## config.mk

```make
export PLATFORM = sky130hd
export DESIGN_NAME = gpio_register_block_flat
export DESIGN_NICKNAME = d
export VERILOG_FILES = /design/src/rtl/gpio_rb_pkg.sv /design/src/rtl/gpio_rb_req_if.sv /design/src/rtl/gpio_rb_rsp_if.sv /design/src/rtl/gpio_register_block.sv /design/src/flat_wrapper.sv
export SDC_FILE = /design/constraint.sdc
export NUM_CORES = 1
export LEC_CHECK = 0
export BUFFER_PORTS_ARGS = -buffer_cell sky130_fd_sc_hd__buf_2
export CAP_MARGIN = 5
export CELL_PAD_IN_SITES_DETAIL_PLACEMENT = 1
export CELL_PAD_IN_SITES_GLOBAL_PLACEMENT = 1
export CORE_ASPECT_RATIO = 0.5
export CORE_UTILIZATION = 42
export CTS_BUF_LIST = sky130_fd_sc_hd__clkbuf_8
export DETAILED_ROUTE_END_ITERATION = 6
export GPL_TIMING_DRIVEN = 1
export PLACE_DENSITY = 0.7
export SETUP_SLACK_MARGIN = 0.5
export SYNTH_ARGS = -nofsm -noshare
export SYNTH_HDL_FRONTEND = slang
export SYNTH_SLANG_ARGS = --single-unit
```

## constraint.sdc

```tcl
create_clock -name clk_i -period 11.5 [get_ports clk_i]
set_input_delay 1.15 -clock clk_i [delete_from_list [all_inputs] [get_ports clk_i]]
set_output_delay 1.15 -clock clk_i [all_outputs]
set_load 0.02 [all_outputs]
```

## src/rtl/gpio_rb_pkg.sv

```systemverilog
// Package: shared types, widths and register offsets of the GPIO register block.
`default_nettype none
package gpio_rb_pkg;

  // Pin count and field widths
  localparam int unsigned NumPins     = 54;
  localparam int unsigned DataWidth   = 32;
  localparam int unsigned OffsetWidth = 6;
  localparam int unsigned SelWords    = 6;
  localparam int unsigned PinsPerSel  = 10;
  localparam int unsigned SelBits     = 3;
  localparam int unsigned SelWidth    = PinsPerSel * SelBits;
  localparam int unsigned SelPins     = SelWords * PinsPerSel;
  localparam int unsigned PullWidth   = 2;
  localparam int unsigned BankPins    = 32;

  // Access codes
  localparam logic OpRead  = 1'b0;
  localparam logic OpWrite = 1'b1;

  // Register word offsets
  localparam logic [OffsetWidth-1:0] OffSelFirst = 6'd0;
  localparam logic [OffsetWidth-1:0] OffSelLast  = 6'd5;
  localparam logic [OffsetWidth-1:0] OffSet0     = 6'd7;
  localparam logic [OffsetWidth-1:0] OffSet1     = 6'd8;
  localparam logic [OffsetWidth-1:0] OffClr0     = 6'd10;
  localparam logic [OffsetWidth-1:0] OffClr1     = 6'd11;
  localparam logic [OffsetWidth-1:0] OffLev0     = 6'd13;
  localparam logic [OffsetWidth-1:0] OffLev1     = 6'd14;
  localparam logic [OffsetWidth-1:0] OffPullCode = 6'd37;
  localparam logic [OffsetWidth-1:0] OffPullClk0 = 6'd38;
  localparam logic [OffsetWidth-1:0] OffPullClk1 = 6'd39;

  // Function select and pull codes
  localparam logic [SelBits-1:0]   FselOutput = 3'd1;
  localparam logic [PullWidth-1:0] PullDown   = 2'd1;
  localparam logic [PullWidth-1:0] PullUp     = 2'd2;

  // Request beat
  typedef struct packed {
    logic                   opcode;
    logic [OffsetWidth-1:0] word_offset;
    logic [DataWidth-1:0]   write_data;
    logic [NumPins-1:0]     pin_levels_in;
  } req_t;

  // Response beat
  typedef struct packed {
    logic [DataWidth-1:0] read_data;
    logic [NumPins-1:0]   drive_levels;
    logic [NumPins-1:0]   drive_enables;
    logic [NumPins-1:0]   pull_up_enables;
    logic [NumPins-1:0]   pull_down_enables;
  } rsp_t;

endpackage
`default_nettype wire

```

## src/rtl/gpio_rb_req_if.sv

```systemverilog
// Interface: request channel of the GPIO register block.
`default_nettype none
interface gpio_rb_req_if;
  logic                                valid;
  logic                                ready;
  logic                                opcode;
  logic [gpio_rb_pkg::OffsetWidth-1:0] word_offset;
  logic [gpio_rb_pkg::DataWidth-1:0]   write_data;
  logic [gpio_rb_pkg::NumPins-1:0]     pin_levels_in;

  modport source (output valid, opcode, word_offset, write_data, pin_levels_in,
                  input ready);
  modport sink   (input valid, opcode, word_offset, write_data, pin_levels_in,
                  output ready);
endinterface
`default_nettype wire

```

## src/rtl/gpio_rb_rsp_if.sv

```systemverilog
// Interface: response channel of the GPIO register block.
`default_nettype none
interface gpio_rb_rsp_if;
  logic                              valid;
  logic                              ready;
  logic [gpio_rb_pkg::DataWidth-1:0] read_data;
  logic [gpio_rb_pkg::NumPins-1:0]   drive_levels;
  logic [gpio_rb_pkg::NumPins-1:0]   drive_enables;
  logic [gpio_rb_pkg::NumPins-1:0]   pull_up_enables;
  logic [gpio_rb_pkg::NumPins-1:0]   pull_down_enables;

  modport source (output valid, read_data, drive_levels, drive_enables,
                  pull_up_enables, pull_down_enables, input ready);
  modport sink   (input valid, read_data, drive_levels, drive_enables,
                  pull_up_enables, pull_down_enables, output ready);
endinterface
`default_nettype wire

```

## src/rtl/gpio_register_block.sv

```systemverilog
// Top level: GPIO register block with function select, set/clear latch and pull control.
//
// Each request beat is one 32-bit word access (read or write) and yields exactly one
// response beat carrying the read word (zero on writes) and the pin control vectors
// after the access. A beat is captured in an input register, executed against the
// register state once the result register is free or being drained, and lands in the
// result register, which holds its response until taken. One access is accepted every
// cycle while the response side keeps taking beats. The input register decouples the
// two sides: a new beat is taken while a finished response still waits, as long as the
// input register is empty. Unknown offsets read zero and ignore writes; level words
// read the output latch for pins selected as output and the external level otherwise.
`default_nettype none
module gpio_register_block (
  input  wire logic           clk_i,
  input  wire logic           rst_ni,
  gpio_rb_req_if.sink         req_i,
  gpio_rb_rsp_if.source       rsp_o
);

  localparam int unsigned NP = gpio_rb_pkg::NumPins;
  localparam int unsigned DW = gpio_rb_pkg::DataWidth;

  // Input stage
  logic               st_valid_q;
  gpio_rb_pkg::req_t  st_q;
  logic               advance;

  // Result stage
  logic               res_valid_q;
  gpio_rb_pkg::rsp_t  res_q, res_d;

  // Architectural state
  logic [gpio_rb_pkg::SelWidth-1:0]  fsel_q [gpio_rb_pkg::SelWords];
  logic [gpio_rb_pkg::SelWidth-1:0]  fsel_d [gpio_rb_pkg::SelWords];
  logic [NP-1:0]                     latch_q, latch_d;
  logic [gpio_rb_pkg::PullWidth-1:0] pcode_q, pcode_d;
  logic [DW-1:0]                     pclk_q [2];
  logic [DW-1:0]                     pclk_d [2];
  logic [gpio_rb_pkg::PullWidth-1:0] pstate_q [NP];
  logic [gpio_rb_pkg::PullWidth-1:0] pstate_d [NP];

  // Access decode helpers
  logic                  wr;
  logic [DW-1:0]         data;
  logic [2*DW-1:0]       bank_wide;
  logic [NP-1:0]         bank_bits;
  logic [NP-1:0]         en_d;
  logic [NP-1:0]         lv;
  logic [2*DW-1:0]       lv_wide;
  logic [DW-1:0]         rd;
  logic                  clk_wr0, clk_wr1;

  // Handshake: execute when the result slot is free or being drained
  assign advance     = st_valid_q && (!res_valid_q || rsp_o.ready);
  assign req_i.ready = !st_valid_q || advance;

  // Capture request beats
  always_ff @(posedge clk_i or negedge rst_ni) begin
    if (!rst_ni) begin
      st_valid_q <= 1'b0;
    end else if (req_i.ready) begin
      st_valid_q <= req_i.valid;
    end
  end

  always_ff @(posedge clk_i) begin
    if (req_i.valid && req_i.ready) begin
      st_q.opcode        <= req_i.opcode;
      st_q.word_offset   <= req_i.word_offset;
      st_q.write_data    <= req_i.write_data;
      st_q.pin_levels_in <= req_i.pin_levels_in;
    end
  end

  assign wr   = (st_q.opcode == gpio_rb_pkg::OpWrite);
  assign data = st_q.write_data;

  // Place a bank word on its pins (bank 1 covers only pins 32 to 53)
  always_comb begin
    if (st_q.word_offset == gpio_rb_pkg::OffSet1 ||
        st_q.word_offset == gpio_rb_pkg::OffClr1) begin
      bank_wide = {data, {DW{1'b0}}};
    end else begin
      bank_wide = {{DW{1'b0}}, data};
    end
    bank_bits = bank_wide[NP-1:0];
  end

  assign clk_wr0 = wr && (st_q.word_offset == gpio_rb_pkg::OffPullClk0);
  assign clk_wr1 = wr && (st_q.word_offset == gpio_rb_pkg::OffPullClk1);

  // Next state of the registers written by this access
  always_comb begin
    fsel_d  = fsel_q;
    latch_d = latch_q;
    pcode_d = pcode_q;
    pclk_d  = pclk_q;
    if (wr) begin
      unique case (st_q.word_offset) inside
        [gpio_rb_pkg::OffSelFirst:gpio_rb_pkg::OffSelLast]: begin
          fsel_d[st_q.word_offset[2:0]] = data[gpio_rb_pkg::SelWidth-1:0];
        end
        gpio_rb_pkg::OffSet0, gpio_rb_pkg::OffSet1: begin
          latch_d = latch_q | bank_bits;
        end
        gpio_rb_pkg::OffClr0, gpio_rb_pkg::OffClr1: begin
          latch_d = latch_q & ~bank_bits;
        end
        gpio_rb_pkg::OffPullCode: begin
          pcode_d = data[gpio_rb_pkg::PullWidth-1:0];
        end
        gpio_rb_pkg::OffPullClk0: begin
          pclk_d[0] = data;
        end
        gpio_rb_pkg::OffPullClk1: begin
          pclk_d[1] = data;
        end
        default: begin
        end
      endcase
    end
  end

  // Clock the current pull code into every pin whose clock bit is set
  always_comb begin
    for (int p = 0; p < NP; p++) begin
      pstate_d[p] = pstate_q[p];
      if ((p < DW && clk_wr0 && data[p % DW]) ||
          (p >= DW && clk_wr1 && data[p % DW])) begin
        pstate_d[p] = pcode_q;
      end
    end
  end

  // Drive enables: pins selected as output, pins without a select word stay inputs
  always_comb begin
    for (int p = 0; p < NP; p++) begin
      if (p < gpio_rb_pkg::SelPins) begin
        en_d[p] = (fsel_d[p / gpio_rb_pkg::PinsPerSel]
                   [(p % gpio_rb_pkg::PinsPerSel) * gpio_rb_pkg::SelBits +:
                    gpio_rb_pkg::SelBits] == gpio_rb_pkg::FselOutput);
      end else begin
        en_d[p] = 1'b0;
      end
    end
  end

  // Pin level view: latch on output pins, external level elsewhere
  assign lv      = (latch_q & en_d) | (st_q.pin_levels_in & ~en_d);
  assign lv_wide = (2*DW)'(lv);

  // Read mux
  always_comb begin
    rd = '0;
    if (!wr) begin
      unique case (st_q.word_offset) inside
        [gpio_rb_pkg::OffSelFirst:gpio_rb_pkg::OffSelLast]: begin
          rd = DW'(fsel_q[st_q.word_offset[2:0]]);
        end
        gpio_rb_pkg::OffLev0:     rd = lv_wide[DW-1:0];
        gpio_rb_pkg::OffLev1:     rd = lv_wide[2*DW-1:DW];
        gpio_rb_pkg::OffPullCode: rd = DW'(pcode_q);
        gpio_rb_pkg::OffPullClk0: rd = pclk_q[0];
        gpio_rb_pkg::OffPullClk1: rd = pclk_q[1];
        default:                  rd = '0;
      endcase
    end
  end

  // Assemble the response beat from the post-access state
  always_comb begin
    res_d.read_data     = rd;
    res_d.drive_levels  = latch_d;
    res_d.drive_enables = en_d;
    for (int p = 0; p < NP; p++) begin
      res_d.pull_up_enables[p]   = (pstate_d[p] == gpio_rb_pkg::PullUp);
      res_d.pull_down_enables[p] = (pstate_d[p] == gpio_rb_pkg::PullDown);
    end
  end

  // Register state updates
  always_ff @(posedge clk_i or negedge rst_ni) begin
    if (!rst_ni) begin
      for (int i = 0; i < gpio_rb_pkg::SelWords; i++) begin
        fsel_q[i] <= '0;
      end
      latch_q   <= '0;
      pcode_q   <= '0;
      pclk_q[0] <= '0;
      pclk_q[1] <= '0;
      for (int p = 0; p < NP; p++) begin
        pstate_q[p] <= '0;
      end
    end else if (advance) begin
      fsel_q   <= fsel_d;
      latch_q  <= latch_d;
      pcode_q  <= pcode_d;
      pclk_q   <= pclk_d;
      pstate_q <= pstate_d;
    end
  end

  // Result register
  always_ff @(posedge clk_i or negedge rst_ni) begin
    if (!rst_ni) begin
      res_valid_q <= 1'b0;
    end else if (advance) begin
      res_valid_q <= 1'b1;
    end else if (rsp_o.ready) begin
      res_valid_q <= 1'b0;
    end
  end

  always_ff @(posedge clk_i) begin
    if (advance) begin
      res_q <= res_d;
    end
  end

  assign rsp_o.valid             = res_valid_q;
  assign rsp_o.read_data         = res_q.read_data;
  assign rsp_o.drive_levels      = res_q.drive_levels;
  assign rsp_o.drive_enables     = res_q.drive_enables;
  assign rsp_o.pull_up_enables   = res_q.pull_up_enables;
  assign rsp_o.pull_down_enables = res_q.pull_down_enables;

  // A pin never pulls both ways
  a_pull_exclusive: assert property (@(posedge clk_i) disable iff (!rst_ni)
    rsp_o.valid |-> ((rsp_o.pull_up_enables & rsp_o.pull_down_enables) == '0))
    else $error("pull-up and pull-down both enabled on a pin");

  // Writes return a zero read word
  a_write_reads_zero: assert property (@(posedge clk_i) disable iff (!rst_ni)
    (advance && st_q.opcode == gpio_rb_pkg::OpWrite) |=> (rsp_o.read_data == '0))
    else $error("write beat returned nonzero read data");

  // Backpressure only when both stages are full and the response is not being taken
  a_stall_full: assert property (@(posedge clk_i) disable iff (!rst_ni)
    !req_i.ready |-> (st_valid_q && res_valid_q && !rsp_o.ready))
    else $error("request stalled with a free stage");

endmodule
`default_nettype wire
```

## src/flat_wrapper.sv

```systemverilog
// flat-port wrapper written by rule: the top's interface ports become plain ports
module gpio_register_block_flat 
  (clk_i, rst_ni, req_i_valid, req_i_opcode, req_i_word_offset, req_i_write_data, req_i_pin_levels_in, req_i_ready, rsp_o_valid, rsp_o_read_data, rsp_o_drive_levels, rsp_o_drive_enables, rsp_o_pull_up_enables, rsp_o_pull_down_enables, rsp_o_ready);
  gpio_rb_req_if req_i_i ();
  gpio_rb_rsp_if rsp_o_i ();
  input  wire logic clk_i;
  input  wire logic rst_ni;
  input wire logic [$bits(req_i_i.valid)-1:0] req_i_valid;
  input wire logic [$bits(req_i_i.opcode)-1:0] req_i_opcode;
  input wire logic [$bits(req_i_i.word_offset)-1:0] req_i_word_offset;
  input wire logic [$bits(req_i_i.write_data)-1:0] req_i_write_data;
  input wire logic [$bits(req_i_i.pin_levels_in)-1:0] req_i_pin_levels_in;
  output wire logic [$bits(req_i_i.ready)-1:0] req_i_ready;
  output wire logic [$bits(rsp_o_i.valid)-1:0] rsp_o_valid;
  output wire logic [$bits(rsp_o_i.read_data)-1:0] rsp_o_read_data;
  output wire logic [$bits(rsp_o_i.drive_levels)-1:0] rsp_o_drive_levels;
  output wire logic [$bits(rsp_o_i.drive_enables)-1:0] rsp_o_drive_enables;
  output wire logic [$bits(rsp_o_i.pull_up_enables)-1:0] rsp_o_pull_up_enables;
  output wire logic [$bits(rsp_o_i.pull_down_enables)-1:0] rsp_o_pull_down_enables;
  input wire logic [$bits(rsp_o_i.ready)-1:0] rsp_o_ready;
  assign req_i_i.valid = req_i_valid;
  assign req_i_i.opcode = req_i_opcode;
  assign req_i_i.word_offset = req_i_word_offset;
  assign req_i_i.write_data = req_i_write_data;
  assign req_i_i.pin_levels_in = req_i_pin_levels_in;
  assign req_i_ready = req_i_i.ready;
  assign rsp_o_valid = rsp_o_i.valid;
  assign rsp_o_read_data = rsp_o_i.read_data;
  assign rsp_o_drive_levels = rsp_o_i.drive_levels;
  assign rsp_o_drive_enables = rsp_o_i.drive_enables;
  assign rsp_o_pull_up_enables = rsp_o_i.pull_up_enables;
  assign rsp_o_pull_down_enables = rsp_o_i.pull_down_enables;
  assign rsp_o_i.ready = rsp_o_ready;
  gpio_register_block u_core (.clk_i(clk_i), .rst_ni(rst_ni), .req_i(req_i_i), .rsp_o(rsp_o_i));
endmodule
```

==> results by group <==
Run status
  • Status: finished, violations left
  • Failing checks: design-rule violations

Power and ir drop
  • Pleak: 16.5 nW
  • Sw Share: 27.9%
  • Flop pwr share: roughly 54%
  • Internal Pwr Total: about 0.0043 W
  • Power share of the clock group: ~36%
  • P_sw: roughly 0.0016 W
  • Combinational power share: around 10%
  • Max IR drop VDD: around 0.091 mV
  • Power per cell area: approximately 160 nW/um2

Timing
  • Clock skew: 0.0482 ns
  • Final worst slack: slightly below 7 ns
  • RSZ-0062 raised after global routing: false
  • Worst-margin pin slew: around 1.3 ns
  • Final Hold Vio Count: 0
  • Final setup fails: 0
  • Crit share post-route: between 30 and 40%
  • Max-slew violation count: 0
  • Setup TNS: 0 ns
  • Slew headroom: 9.71%
  • Tmin final: approximately 4.6 ns
  • FMAX: ~220 MHz

Yosys
  • Netlist Area Pre-Place: about 33,000 um2
  • Async set-reset flop share out of synthesis: a little over half
  • Ys flop type: dfrtp_1
  • Number of distinct library cells after synthesis: just over 50
  • Net Count, Synth: about 2,600
  • Register area share after synthesis: around 63%
  • Register bit count reported by yosys: roughly 750
  • EDFF count, synth: roughly 340
  • Mean Syn Cell Area: 13.0 um2
  • Mapped Cells: 2,521
  • YS warnings: 0

Global route
  • GRT overflow: 0
  • Initial antenna violation count: 4
  • Vias in the first global route: between 20,000 and 25,000
  • Largest net degree at the start of global routing: ~150
  • Total track usage: between 20 and 30%
  • First-pass GRT wire length: around 170 mm

Clock tree
  • Clk slew on worst S/H paths: roughly 0.070 ns
  • CTS Buffer Depth: 3
  • CTS tree: yes
  • Num CTS Buffers: 109
  • CTS Hold Bufs: 0
  • Root buffer cell: clkbuf_8
  • Post CTS Setup Buffer Count: 0
  • Clk sinks: approximately 750
  • Post-CTS Resized: 0
  • Worst-Skew Late Latency: 0.81 ns
  • H-Tree Depth: 3

Min path
  • Hold WC Path Type: in -> async

Floorplan
  • Die X: 397 um
  • Die footprint: between 70,000 and 80,000 um2
  • Row count: 71
  • I/O Pins: 347
  • Core area: 76,100 um2
  • Chip Height: approximately 200 um
  • Initial Util: between 40% and 50%

Route
  • DR vias: 23,800
  • Detail Route Antenna Nets: 0
  • Drt pass-1 iters: 7
  • DR vias/cell: 5.98
  • Wire per inst: ~29 um
  • Remaining DRCs: 20
  • Initial DRC Count: around 2,300
  • WL final: 114 mm

Place
  • GP Congestion: roughly 0.90
  • I/O Buffers: 346
  • Pre-CTS WS: 7.05 ns
  • DP HPWL: just under 80 mm

Layout
  • Final layout net count: 2,952
  • Share of cells above drive strength 1: between 30% and 40%
  • Most common cell after layout, fill and taps aside: dfrtp_1
  • P&R area growth vs syn: 15.0%
  • Most frequent cells in the layout: dfrtp_1, buf_2, edfxtp_1
  • Layout Utilization: 49.5%

Critical path
  • Startpoint Class: flip-flop
  • Crit path kind: reg -> reg
  • Worst-path fanout max: 45
  • Required @ worst endpoint: around 12 ns
  • Worst setup EP type: flip-flop
  • FF-to-FF path depth: 7
  • Critical Path Start: u_core.st_q[86]
  • Reg-to-reg critical path startpoint: u_core.st_q[86]
  • Critical path data arrival time: a little over 5 ns

Job
  • Max-cap violations: 0
==> critical path, stage by stage, from the launching register on <==
cell and delay (ns):
edfxtp_1 0.32, buf_4 0.51, buf_4 0.76, and2_1 0.31, nand3_1 0.78, mux2i_1 1.04, mux2_2 0.42, a31oi_1 0.18
==> worst paths after layout <==
| kind | to | slack [ns] |
|---|---|---|
| hold / removal | u_core.pstate_q[57] | 0.31 |
| setup reg to reg | u_core.rsp_o.read_data[7] | 6.94 |
| max in group asynchronous | u_core.fsel_q[6] | 8.89 |
| setup / recovery | u_core.rsp_o.read_data[7] | 6.94 |
| hold reg to reg | u_core.pclk_q[54] | 0.48 |
| min in group clk_i | u_core.pclk_q[54] | 0.48 |
==> synthesized netlist by cell type (3+ instances only) <==
cell         n  share of area, %
mux2i_1     49               1.5
mux2_2     292                10
nor3_1      40              0.61
nand3_1     38              0.58
or3b_2       6              0.16
clkbuf_1   109               1.2
o21ai_0    233               3.6
o211ai_2     8              0.31
nand4_1      4             0.076
a21o_1      40              0.92
nor2b_1      4             0.076
nor3b_1     37              0.85
a211oi_1     4             0.092
mux2_1      12              0.41
nor2_1      95               1.1
buf_1        3             0.034
buf_2       57              0.87
edfxtp_1   341                31
o211ai_1    24              0.55
nand3b_1   117               2.7
mux4_2      30               2.1
o2111a_1    12              0.41
nand2_1    262               3.0
buf_4       13              0.30
a22o_1      53               1.4
a21oi_1     38              0.58
dfrtp_1    410                31
inv_1       21              0.24
nand2b_1     8              0.15
a221o_1     26              0.79
a31oi_1     40              0.76
a21boi_0    23              0.53
nand4bb_1    3              0.10
and3_1      25              0.48
o21ai_1     20              0.31
and2_1       3             0.057
==> cells by family (layout without fill, tap and decap cells) <==
group / count (synthesis) / count (layout) / share of synthesized area (%)
other: 0 / 3 / 0
multiplexers: 383 / 383 / 14.0
buffers and inverters: 205 / 632 / 2.76
flip-flops: 751 / 751 / 62.6
AO/OA/AOI/OAI: 527 / 527 / 10.4
AND/OR/NAND/NOR: 655 / 655 / 10.3
==> power groups by stage <==
stage | Combinational (W) | Clock, W | Sequential (W)
floorplan | 0.000270 | 0 | 0.00324
finish | 0.000593 | 0.00215 | 0.00316
CTS | 0.000591 | 0.00218 | 0.00315
detailed placement | 0.000589 | 0 | 0.00320
global placement | 0.000575 | 0 | 0.00320
global route | 0.000631 | 0.00229 | 0.00317
==> through the flow <==
stage	hold slack, ns	instances	cell area, um2	power [W]
3_5_place_dp	0.466	3766	35500	0.00379
5_1_grt	0.332	3971	37700	0.00609
3_3_place_gp	0.458	3766	35500	0.00377
6_report	0.308	3973	37700	0.00590
4_1_cts	0.290	3970	37700	0.00592
2_1_floorplan	0.446	2521	32800	0.00351
==> state kept, by name, indices dropped and copies added (netlist names), 32 cells and up, named ones only <==
name,flops
u_core.fsel_q,162
u_core.pstate_q,108
u_core.pclk_q,64
u_core.st_q,60
u_core.latch_q,54
u_core.rsp_o.drive_enables,54
u_core.rsp_o.drive_levels,54
u_core.rsp_o.pull_down_enables,54
u_core.rsp_o.pull_up_enables,54
u_core.data,32
u_core.rsp_o.read_data,32
==> layout make-up <==
type	instances	area (um2)
Sequential cell	751	20500
Clock buffer	123	1690
Tap cell	1022	1280
Inverter	21	78.8
Timing Repair Buffer	407	2240
Antenna cell	3	7.51
Fill cell	7850	38500
Multi-Input combinational cell	1565	11500
Clock inverter	81	430
==> per-layer routing <==
layer	part of all wire [%]	track usage, %
met4	2.7	9.48
met3	8.5	6.82
met2	45	43.8
met5	0	0
met1	44	40.8
No activity file was read; power rests on OpenSTA's default activity.
